[config.mk]
export PLATFORM = sky130hd
export DESIGN_NAME = permutation_crossover_repair_top
export DESIGN_NICKNAME = d
export VERILOG_FILES = /design/src/rtl/core/pcr_pkg.sv /design/src/rtl/core/pcr_ram.sv /design/src/rtl/core/pcr_ctrl.sv /design/src/rtl/core/permutation_crossover_repair_top.sv
export SDC_FILE = /design/constraint.sdc
export NUM_CORES = 2
export LEC_CHECK = 0
export ABC_AREA = 0
export BUFFER_PORTS_ARGS = -buffer_cell sky130_fd_sc_hd__buf_2
export CORE_AREA = 2 2 329 331
export CTS_CLUSTER_DIAMETER = 100
export CTS_CLUSTER_SIZE = 16
export DETAILED_ROUTE_END_ITERATION = 12
export DIE_AREA = 0 0 331 333
export PLACE_DENSITY = 0.7
export SLEW_MARGIN = 25
export SYNTH_ARGS = -nofsm -noshare
export SYNTH_HDL_FRONTEND = slang
export SYNTH_SLANG_ARGS = --single-unit
[constraint.sdc]
create_clock -name clk -period 67.5 [get_ports clk]
set_input_delay 10.125 -clock clk [delete_from_list [all_inputs] [get_ports clk]]
set_output_delay 10.125 -clock clk [all_outputs]
set_load 0.03 [all_outputs]
[src/rtl/core/pcr_pkg.sv]
package pcr_pkg;

	// Fixed field widths
	localparam int VAL_W = 10;
	localparam int CNT_W = 11;
	localparam int CMD_W = 2;

	// Command codes carried in s_tuser
	localparam logic [CMD_W-1:0] CMD_START  = 2'd0;
	localparam logic [CMD_W-1:0] CMD_PARENT = 2'd1;
	localparam logic [CMD_W-1:0] CMD_FILL   = 2'd2;

	// Configuration register indexes
	localparam logic REG_HIGHEST = 1'b0;
	localparam logic REG_LENGTH  = 1'b1;

	// One input beat, unpacked
	typedef struct packed {
		logic [CMD_W-1:0] cmd;
		logic [VAL_W-1:0] mom;
		logic [VAL_W-1:0] dad;
		logic [VAL_W-1:0] split;
		logic [VAL_W-1:0] rnd;
	} item_t;

	// Effective limits after clamping to the build-time sizes
	typedef struct packed {
		logic [VAL_W-1:0] high;
		logic [CNT_W-1:0] len;
	} lim_t;

	// One result beat offered to the output register
	typedef struct packed {
		logic             valid;
		logic [VAL_W-1:0] index;
		logic [VAL_W-1:0] value;
		logic             error;
	} res_t;

endpackage

[src/rtl/core/pcr_ram.sv]
module pcr_ram #(
	parameter int WIDTH = 1,
	parameter int DEPTH = 1024
) (
	input  logic                     clk,
	input  logic                     we,
	input  logic [$clog2(DEPTH)-1:0] waddr,
	input  logic [WIDTH-1:0]         wdata,
	input  logic [$clog2(DEPTH)-1:0] raddr,
	output logic [WIDTH-1:0]         rdata
);

	logic [WIDTH-1:0] mem_q [DEPTH];
	logic [WIDTH-1:0] rdata_q;

	// Write one entry, read one entry, read data registered
	always_ff @(posedge clk) begin
		if (we) begin
			mem_q[waddr] <= wdata;
		end
		rdata_q <= mem_q[raddr];
	end

	assign rdata = rdata_q;

endmodule

[src/rtl/core/pcr_ctrl.sv]
module pcr_ctrl #(
	parameter int VALUE_SPACE = 1024
) (
	input  logic          clk,
	input  logic          arst_n,
	input  logic          in_valid,
	output logic          in_ready,
	input  pcr_pkg::item_t item,
	input  pcr_pkg::lim_t  lim,
	output pcr_pkg::res_t  res,
	input  logic          res_take
);

	import pcr_pkg::*;

	localparam int AW = $clog2(VALUE_SPACE);
	localparam logic [AW-1:0] LAST_ADDR = AW'(VALUE_SPACE - 1);

	typedef enum logic [2:0] {
		ST_CLEAR,
		ST_IDLE,
		ST_PAR_CHK,
		ST_FILL_CHK,
		ST_EMIT
	} state_t;

	state_t           state_q;
	logic [CNT_W-1:0] pos_q;
	logic [CNT_W-1:0] cnt_q;
	logic [VAL_W-1:0] split_q;
	logic [VAL_W-1:0] val_q;
	logic [VAL_W-1:0] tries_q;
	logic [AW-1:0]    clr_q;
	logic             err_q;

	logic [VAL_W-1:0] chosen;
	logic [VAL_W-1:0] next_val;
	logic             used;
	logic             ram_we;
	logic [AW-1:0]    ram_waddr;
	logic             ram_wdata;
	logic [AW-1:0]    ram_raddr;
	logic             ram_rdata;

	// Pick the parent gene and the next probe value (wrap after highest)
	assign chosen   = (pos_q <= {1'b0, split_q}) ? item.mom : item.dad;
	assign next_val = (val_q >= lim.high) ? '0 : val_q + 1'b1;
	assign used     = ram_rdata;

	// Used-value map port control
	always_comb begin
		ram_we    = 1'b0;
		ram_waddr = AW'(val_q);
		ram_wdata = 1'b1;
		ram_raddr = AW'(val_q);
		unique case (state_q)
			ST_CLEAR: begin
				ram_we    = 1'b1;
				ram_waddr = clr_q;
				ram_wdata = 1'b0;
			end
			ST_IDLE: begin
				ram_raddr = (item.cmd == CMD_FILL) ? AW'(item.rnd) : AW'(chosen);
			end
			ST_PAR_CHK: begin
				ram_we = !used && (cnt_q < lim.len);
			end
			ST_FILL_CHK: begin
				ram_we    = !used;
				ram_raddr = AW'(next_val);
			end
			ST_EMIT: begin
				ram_we = 1'b0;
			end
			default: begin
				ram_we = 1'b0;
			end
		endcase
	end

	pcr_ram #(
		.WIDTH(1),
		.DEPTH(VALUE_SPACE)
	) u_map (
		.clk  (clk),
		.we   (ram_we),
		.waddr(ram_waddr),
		.wdata(ram_wdata),
		.raddr(ram_raddr),
		.rdata(ram_rdata)
	);

	// Sequencer: clear sweep, map read-check-mark, probe loop, result hold
	always_ff @(posedge clk or negedge arst_n) begin
		if (!arst_n) begin
			state_q <= ST_CLEAR;
			pos_q   <= '0;
			cnt_q   <= '0;
			split_q <= '0;
			val_q   <= '0;
			tries_q <= '0;
			clr_q   <= '0;
			err_q   <= 1'b0;
		end else begin
			unique case (state_q)
				ST_CLEAR: begin
					if (clr_q == LAST_ADDR) begin
						clr_q   <= '0;
						state_q <= ST_IDLE;
					end else begin
						clr_q <= clr_q + 1'b1;
					end
				end
				ST_IDLE: begin
					if (in_valid) begin
						case (item.cmd)
							CMD_START: begin
								split_q <= item.split;
								pos_q   <= '0;
								cnt_q   <= '0;
								clr_q   <= '0;
								state_q <= ST_CLEAR;
							end
							CMD_PARENT: begin
								if (pos_q >= lim.len) begin
									err_q   <= 1'b1;
									state_q <= ST_EMIT;
								end else begin
									pos_q <= pos_q + 1'b1;
									val_q <= chosen;
									if (chosen > lim.high) begin
										err_q   <= 1'b1;
										state_q <= ST_EMIT;
									end else begin
										err_q   <= 1'b0;
										state_q <= ST_PAR_CHK;
									end
								end
							end
							CMD_FILL: begin
								if (cnt_q >= lim.len || item.rnd > lim.high) begin
									err_q   <= 1'b1;
									state_q <= ST_EMIT;
								end else begin
									err_q   <= 1'b0;
									val_q   <= item.rnd;
									tries_q <= '0;
									state_q <= ST_FILL_CHK;
								end
							end
							default: begin
								state_q <= ST_IDLE;
							end
						endcase
					end
				end
				ST_PAR_CHK: begin
					if (used) begin
						state_q <= ST_IDLE;
					end else begin
						err_q   <= (cnt_q >= lim.len);
						state_q <= ST_EMIT;
					end
				end
				ST_FILL_CHK: begin
					if (!used) begin
						err_q   <= 1'b0;
						state_q <= ST_EMIT;
					end else if (tries_q == lim.high) begin
						err_q   <= 1'b1;
						state_q <= ST_EMIT;
					end else begin
						val_q   <= next_val;
						tries_q <= tries_q + 1'b1;
					end
				end
				ST_EMIT: begin
					if (res_take) begin
						if (!err_q) begin
							cnt_q <= cnt_q + 1'b1;
						end
						state_q <= ST_IDLE;
					end
				end
				default: begin
					state_q <= ST_IDLE;
				end
			endcase
		end
	end

	assign in_ready    = (state_q == ST_IDLE);
	assign res.valid   = (state_q == ST_EMIT);
	assign res.index   = err_q ? '0 : cnt_q[VAL_W-1:0];
	assign res.value   = err_q ? '0 : val_q;
	assign res.error   = err_q;

	// Only in-range values are ever marked
	a_mark_in_range: assert property (@(posedge clk) disable iff (!arst_n)
		ram_we && (state_q == ST_PAR_CHK || state_q == ST_FILL_CHK) |-> val_q <= lim.high)
		else $error("map mark beyond highest value");

	// A served parent beat advances the parent position by one
	a_pos_step: assert property (@(posedge clk) disable iff (!arst_n)
		in_valid && in_ready && item.cmd == CMD_PARENT && pos_q < lim.len
		|=> pos_q == CNT_W'($past(pos_q) + 1'b1))
		else $error("parent position did not advance");

	// A delivered good gene advances the child count by one
	a_cnt_step: assert property (@(posedge clk) disable iff (!arst_n)
		res_take && res.valid && !res.error |=> cnt_q == CNT_W'($past(cnt_q) + 1'b1))
		else $error("child count did not advance");

	// The probe loop never runs past one full lap
	a_probe_bound: assert property (@(posedge clk) disable iff (!arst_n)
		state_q == ST_FILL_CHK |-> tries_q <= lim.high)
		else $error("probe count beyond lap");

	// A start beat always begins a clear sweep at the first entry
	a_start_clear: assert property (@(posedge clk) disable iff (!arst_n)
		in_valid && in_ready && item.cmd == CMD_START |=> state_q == ST_CLEAR && clr_q == '0)
		else $error("start did not begin clear sweep");

endmodule

[src/rtl/core/permutation_crossover_repair_top.sv]
// Channel | Direction | Beat contents
// s_*     | in        | tuser: command; tdata: mom, dad, crossover point, random start
// m_*     | out       | tuser: error; tdata: child index, child value
// cfg_*   | in        | cfg_index selects highest value (0) or genome length (1)
//
// Parent beat: accept, map read, result. Used gene: no result. Early error: no map read.
// A fill beat probes upward from the random start, wrapping, at most VALUE_SPACE probes.
// A start beat clears the used map one entry a cycle, over every entry.
// After reset the same clear sweep runs before s_tready rises.
// The map takes one write and one registered read a cycle; a result waits
// in the output register while the next beat is accepted; m_tready stalls hold it there.
module permutation_crossover_repair_top #(
	parameter int VALUE_SPACE = 1024,
	parameter int MAX_GENES   = 1024
) (
	input  logic        clk,
	input  logic        arst_n,
	input  logic        s_tvalid,
	output logic        s_tready,
	input  logic [39:0] s_tdata,   // mom_gene, dad_gene, crossover_pos, random_start
	input  logic [1:0]  s_tuser,   // command
	output logic        m_tvalid,
	input  logic        m_tready,
	output logic [23:0] m_tdata,   // child_index, child_value, zero pad
	output logic        m_tuser,   // error
	input  logic        cfg_valid,
	output logic        cfg_ready,
	input  logic        cfg_index,
	input  logic [10:0] cfg_data
);

	import pcr_pkg::*;

	logic [VAL_W-1:0] high_q;
	logic [CNT_W-1:0] len_q;
	logic             m_valid_q;
	logic [VAL_W-1:0] m_index_q;
	logic [VAL_W-1:0] m_value_q;
	logic             m_error_q;

	item_t item;
	lim_t  lim;
	res_t  res;
	logic  res_take;

	// Configuration writes, always accepted
	assign cfg_ready = 1'b1;

	always_ff @(posedge clk or negedge arst_n) begin
		if (!arst_n) begin
			high_q <= VAL_W'(1023);
			len_q  <= CNT_W'(1024);
		end else if (cfg_valid) begin
			unique case (cfg_index)
				REG_HIGHEST: high_q <= cfg_data[VAL_W-1:0];
				REG_LENGTH:  len_q  <= cfg_data;
				default:     len_q  <= len_q;
			endcase
		end
	end

	// Clamp limits to the build-time sizes
	assign lim.high = (32'(high_q) < VALUE_SPACE - 1) ? high_q : VAL_W'(VALUE_SPACE - 1);
	assign lim.len  = (32'(len_q) < MAX_GENES) ? len_q : CNT_W'(MAX_GENES);

	// Unpack the input beat
	assign item.cmd   = s_tuser;
	assign item.mom   = s_tdata[9:0];
	assign item.dad   = s_tdata[19:10];
	assign item.split = s_tdata[29:20];
	assign item.rnd   = s_tdata[39:30];

	pcr_ctrl #(
		.VALUE_SPACE(VALUE_SPACE)
	) u_ctrl (
		.clk     (clk),
		.arst_n  (arst_n),
		.in_valid(s_tvalid),
		.in_ready(s_tready),
		.item    (item),
		.lim     (lim),
		.res     (res),
		.res_take(res_take)
	);

	// Output register: load when empty or being drained
	assign res_take = res.valid && (!m_valid_q || m_tready);

	always_ff @(posedge clk or negedge arst_n) begin
		if (!arst_n) begin
			m_valid_q <= 1'b0;
		end else if (res_take) begin
			m_valid_q <= 1'b1;
		end else if (m_tready) begin
			m_valid_q <= 1'b0;
		end
	end

	always_ff @(posedge clk) begin
		if (res_take) begin
			m_index_q <= res.index;
			m_value_q <= res.value;
			m_error_q <= res.error;
		end
	end

	assign m_tvalid = m_valid_q;
	assign m_tdata  = {4'b0000, m_value_q, m_index_q};
	assign m_tuser  = m_error_q;

endmodule
==> results.yml <==
outcome:
  status: "finished clean"
yosys:
  synthCells: 5016
  yosysSeqAreaShare: 0.636
  yosysWarnings: 0
  synth-seq-cells: 1134
  yosysTopAreaCell: "edfxtp_1"
  synth_ff_type: "edfxtp_1"
  synth_top_area_frac: 0.593
  synth_edf_count: 1045
  synthArstFlopShare: 0.0776
  syn_area_per_cell_um2: 10.5
  ys_types: 87
  synth.top_cells.by_area: "edfxtp_1 59%, nor2_1 8.0%, nand2_1 7.1%"
  netlist_area_um2: 52900
die:
  die_area_um2: 110000
  die_h_um: 333
  die_w_um: 331
  core_area_um2: 107000
  floorplan.initialDensity: 0.496
  num_rows: 120
  pin_count: 87
route:
  wl_per_cell_um: 24.3
  drc: 0
  routed_wl_mm: 153
  viasPerCell: 6.20
  vias: 38983
  drt-pass1-iter-count: 8
  drt-initial-drc-count: 5785
  antenna_left: 0
timing:
  setup_viol: 0
  skew_ns: 0.0380
  fin_crit_ns: 15.37
  hold_slack_ns: 0.511
  finalCritPeriodShare: 0.228
  worst_pin_slew_ns: 1.16
  finalHoldViolCount: 0
  fin_tns_setup_ns: 0
  layout_setup_ws_ns: 52.13
  fmax_mhz: 65.1
  slew_violations: 0
  rsz0062_at_grt: "no"
  slew_headroom: 0.222
placed_design:
  postPlaceCellArea_um2: 54100
  dp_hpwl_mm: 82.8
  gp_routability_congestion: 0.917
  post-place-ws_ns: 51.59
  port_buffers: 81
cts:
  clk_path_buf_depth: 3
  cts_sinks: 1134
  cts-root-buf: "clkbuf_16"
  post_cts_buffers: 0
  clk_pin_slew_worst_paths_ns: 0.07
  clock_latency_ns: 0.70
  numCtsBuffers: 82
  cts_tree: "built"
  cts_resized: 0
  cts_max_level: 3
  ctsHoldBuffers: 0
setup_path:
  slowest_delay_ns: 0.86
  critPathKind: "input port to register"
  cp.required_ns: 68.08
  cp_max_fo: 142
  crit_arrival_ns: 15.95
  cp_top_family: "buffers and inverters"
  start_kind: "input port"
  worst-path-buf-inv: 6
  cp_slowest_cell: "buf_4"
  endpoint_kind: "register"
  cp_cell_sequence: "buf_2, inv_1, ha_1, inv_1, nand4_1, nand2_4, buf_4, buf_12, buf_4, mux2i_1, a32oi_1, a31oi_1, nor2_1, a2111oi_1, a21oi_1, nand4_1, o211ai_2"
run:
  cap_violations: 0
cells_and_area:
  stdcell_area_um2: 56500
  area_growth_pct: 6.91
  layout-drive-gt1-share: 0.0808
  layout.nets: 4972
power:
  irDropWorstVdd_mv: 0.0679
  p_per_area_nw_per_um2: 44.4
  p_leak_nw: 18.6
global_route:
  antenna_found_initial: 3
  grt_pass1_vias: 36493
  grt_max_degree: 270
  grt.overflow.total: 0
  grt_usage: 0.275
  grt_pass1_wl_mm: 228
hold_path:
  hold_class: "register to register"
-- cell type report --
class                           instances  area [um^2]
Fill cell                            9360        50100
Sequential cell                      1134        33600
Multi-Input combinational cell       3424        17600
Clock buffer                          114         2190
Tap cell                             1403         1760
Timing Repair Buffer                  160         1070
Inverter                               46          180
Clock inverter                          9          149
Antenna cell                            1         2.50
-- sequential cells by signal (all words and copies together), names as in the netlist --
name,count
len_q,11
u_ctrl.clr_q,10
u_ctrl.tries_q,10
u_ctrl.pos_q,11
m_tuser,1
u_ctrl.u_map.rdata,1
u_ctrl.cnt_q,11
u_ctrl.u_map.mem_q,1024
m_tvalid,1
u_ctrl.split_q,10
m_index_q,10
high_q,10
m_value_q,10
u_ctrl.val_q,10
u_ctrl.state_q,3
u_ctrl.err_q,1
-- layout by cell type, fill, tap and decap left out, types with 65 or more instances in the layout --
cell,n
nor2_1,1121
edfxtp_1,1045
nand2_1,967
nand3_1,346
a31oi_1,96
mux2i_1,94
a32oi_1,84
clkbuf_16,83
buf_2,80
o21ai_0,78
dfrtp_1,77
buf_4,72
ha_1,65
-- stage by stage --
stage | total power [W] | instances | util
3_3_place_gp | 0.00200 | 6166 | 0.507
3_5_place_dp | 0.00201 | 6166 | 0.508
5_1_grt | 0.00260 | 6290 | 0.530
2_1_floorplan | 0.00181 | 5019 | -
6_report | 0.00251 | 6291 | 0.530
4_1_cts | 0.00248 | 6289 | 0.530
-- synth_stat cells, types with 28 or more instances --
library cell,instances
a21oi_1,45
a31oi_1,97
a32oi_1,84
and3_1,65
buf_1,81
buf_2,117
buf_4,29
clkbuf_1,168
dfrtp_1,77
edfxtp_1,1045
ha_1,65
inv_1,43
mux2i_1,94
nand2_1,997
nand3_1,377
nand4_1,36
nor2_1,1129
nor2b_1,31
nor3_1,28
o21ai_0,79
-- power by group --
part           internal, W  switching, W
clock network     0.000229      0.000246
registers         0.000906     0.0000238
logic             0.000277      0.000825
-- logic make-up after synthesis --
group	Yosys count	share of synthesized area
flops	1134	0.636
simple gates	2742	0.215
other cells	2	0.000142
buf+inv	461	0.0405
compound gates	451	0.0608
fa+ha+maj	67	0.0158
mux	124	0.0261
xor+xnor	35	0.00580
-- per-layer routing --
layer	GRT usage	vias to the layer above	share of wire
li1	-	17123	-
met1	0.376	19236	0.38
met2	0.429	2229	0.46
met3	0.0489	391	0.11
met4	0.122	4	0.051
met5	0.00577	-	0.00065
-- final timing paths --
kind,from,end,slack (ns),cells past startpoint
max reg2reg,u_ctrl.state_q[2],u_ctrl.u_map.rdata,60.28,16
min,len_q[9],len_q[9],0.51,1
min in group asynchronous,arst_n,u_ctrl.val_q[9],9.26,1
max in group asynchronous,arst_n,u_ctrl.pos_q[2],57.24,2
max,s_tuser[0],u_ctrl.u_map.rdata,52.13,17
min reg2reg,len_q[9],len_q[9],0.51,1
Note: power is estimated with default switching activity, not from simulation.
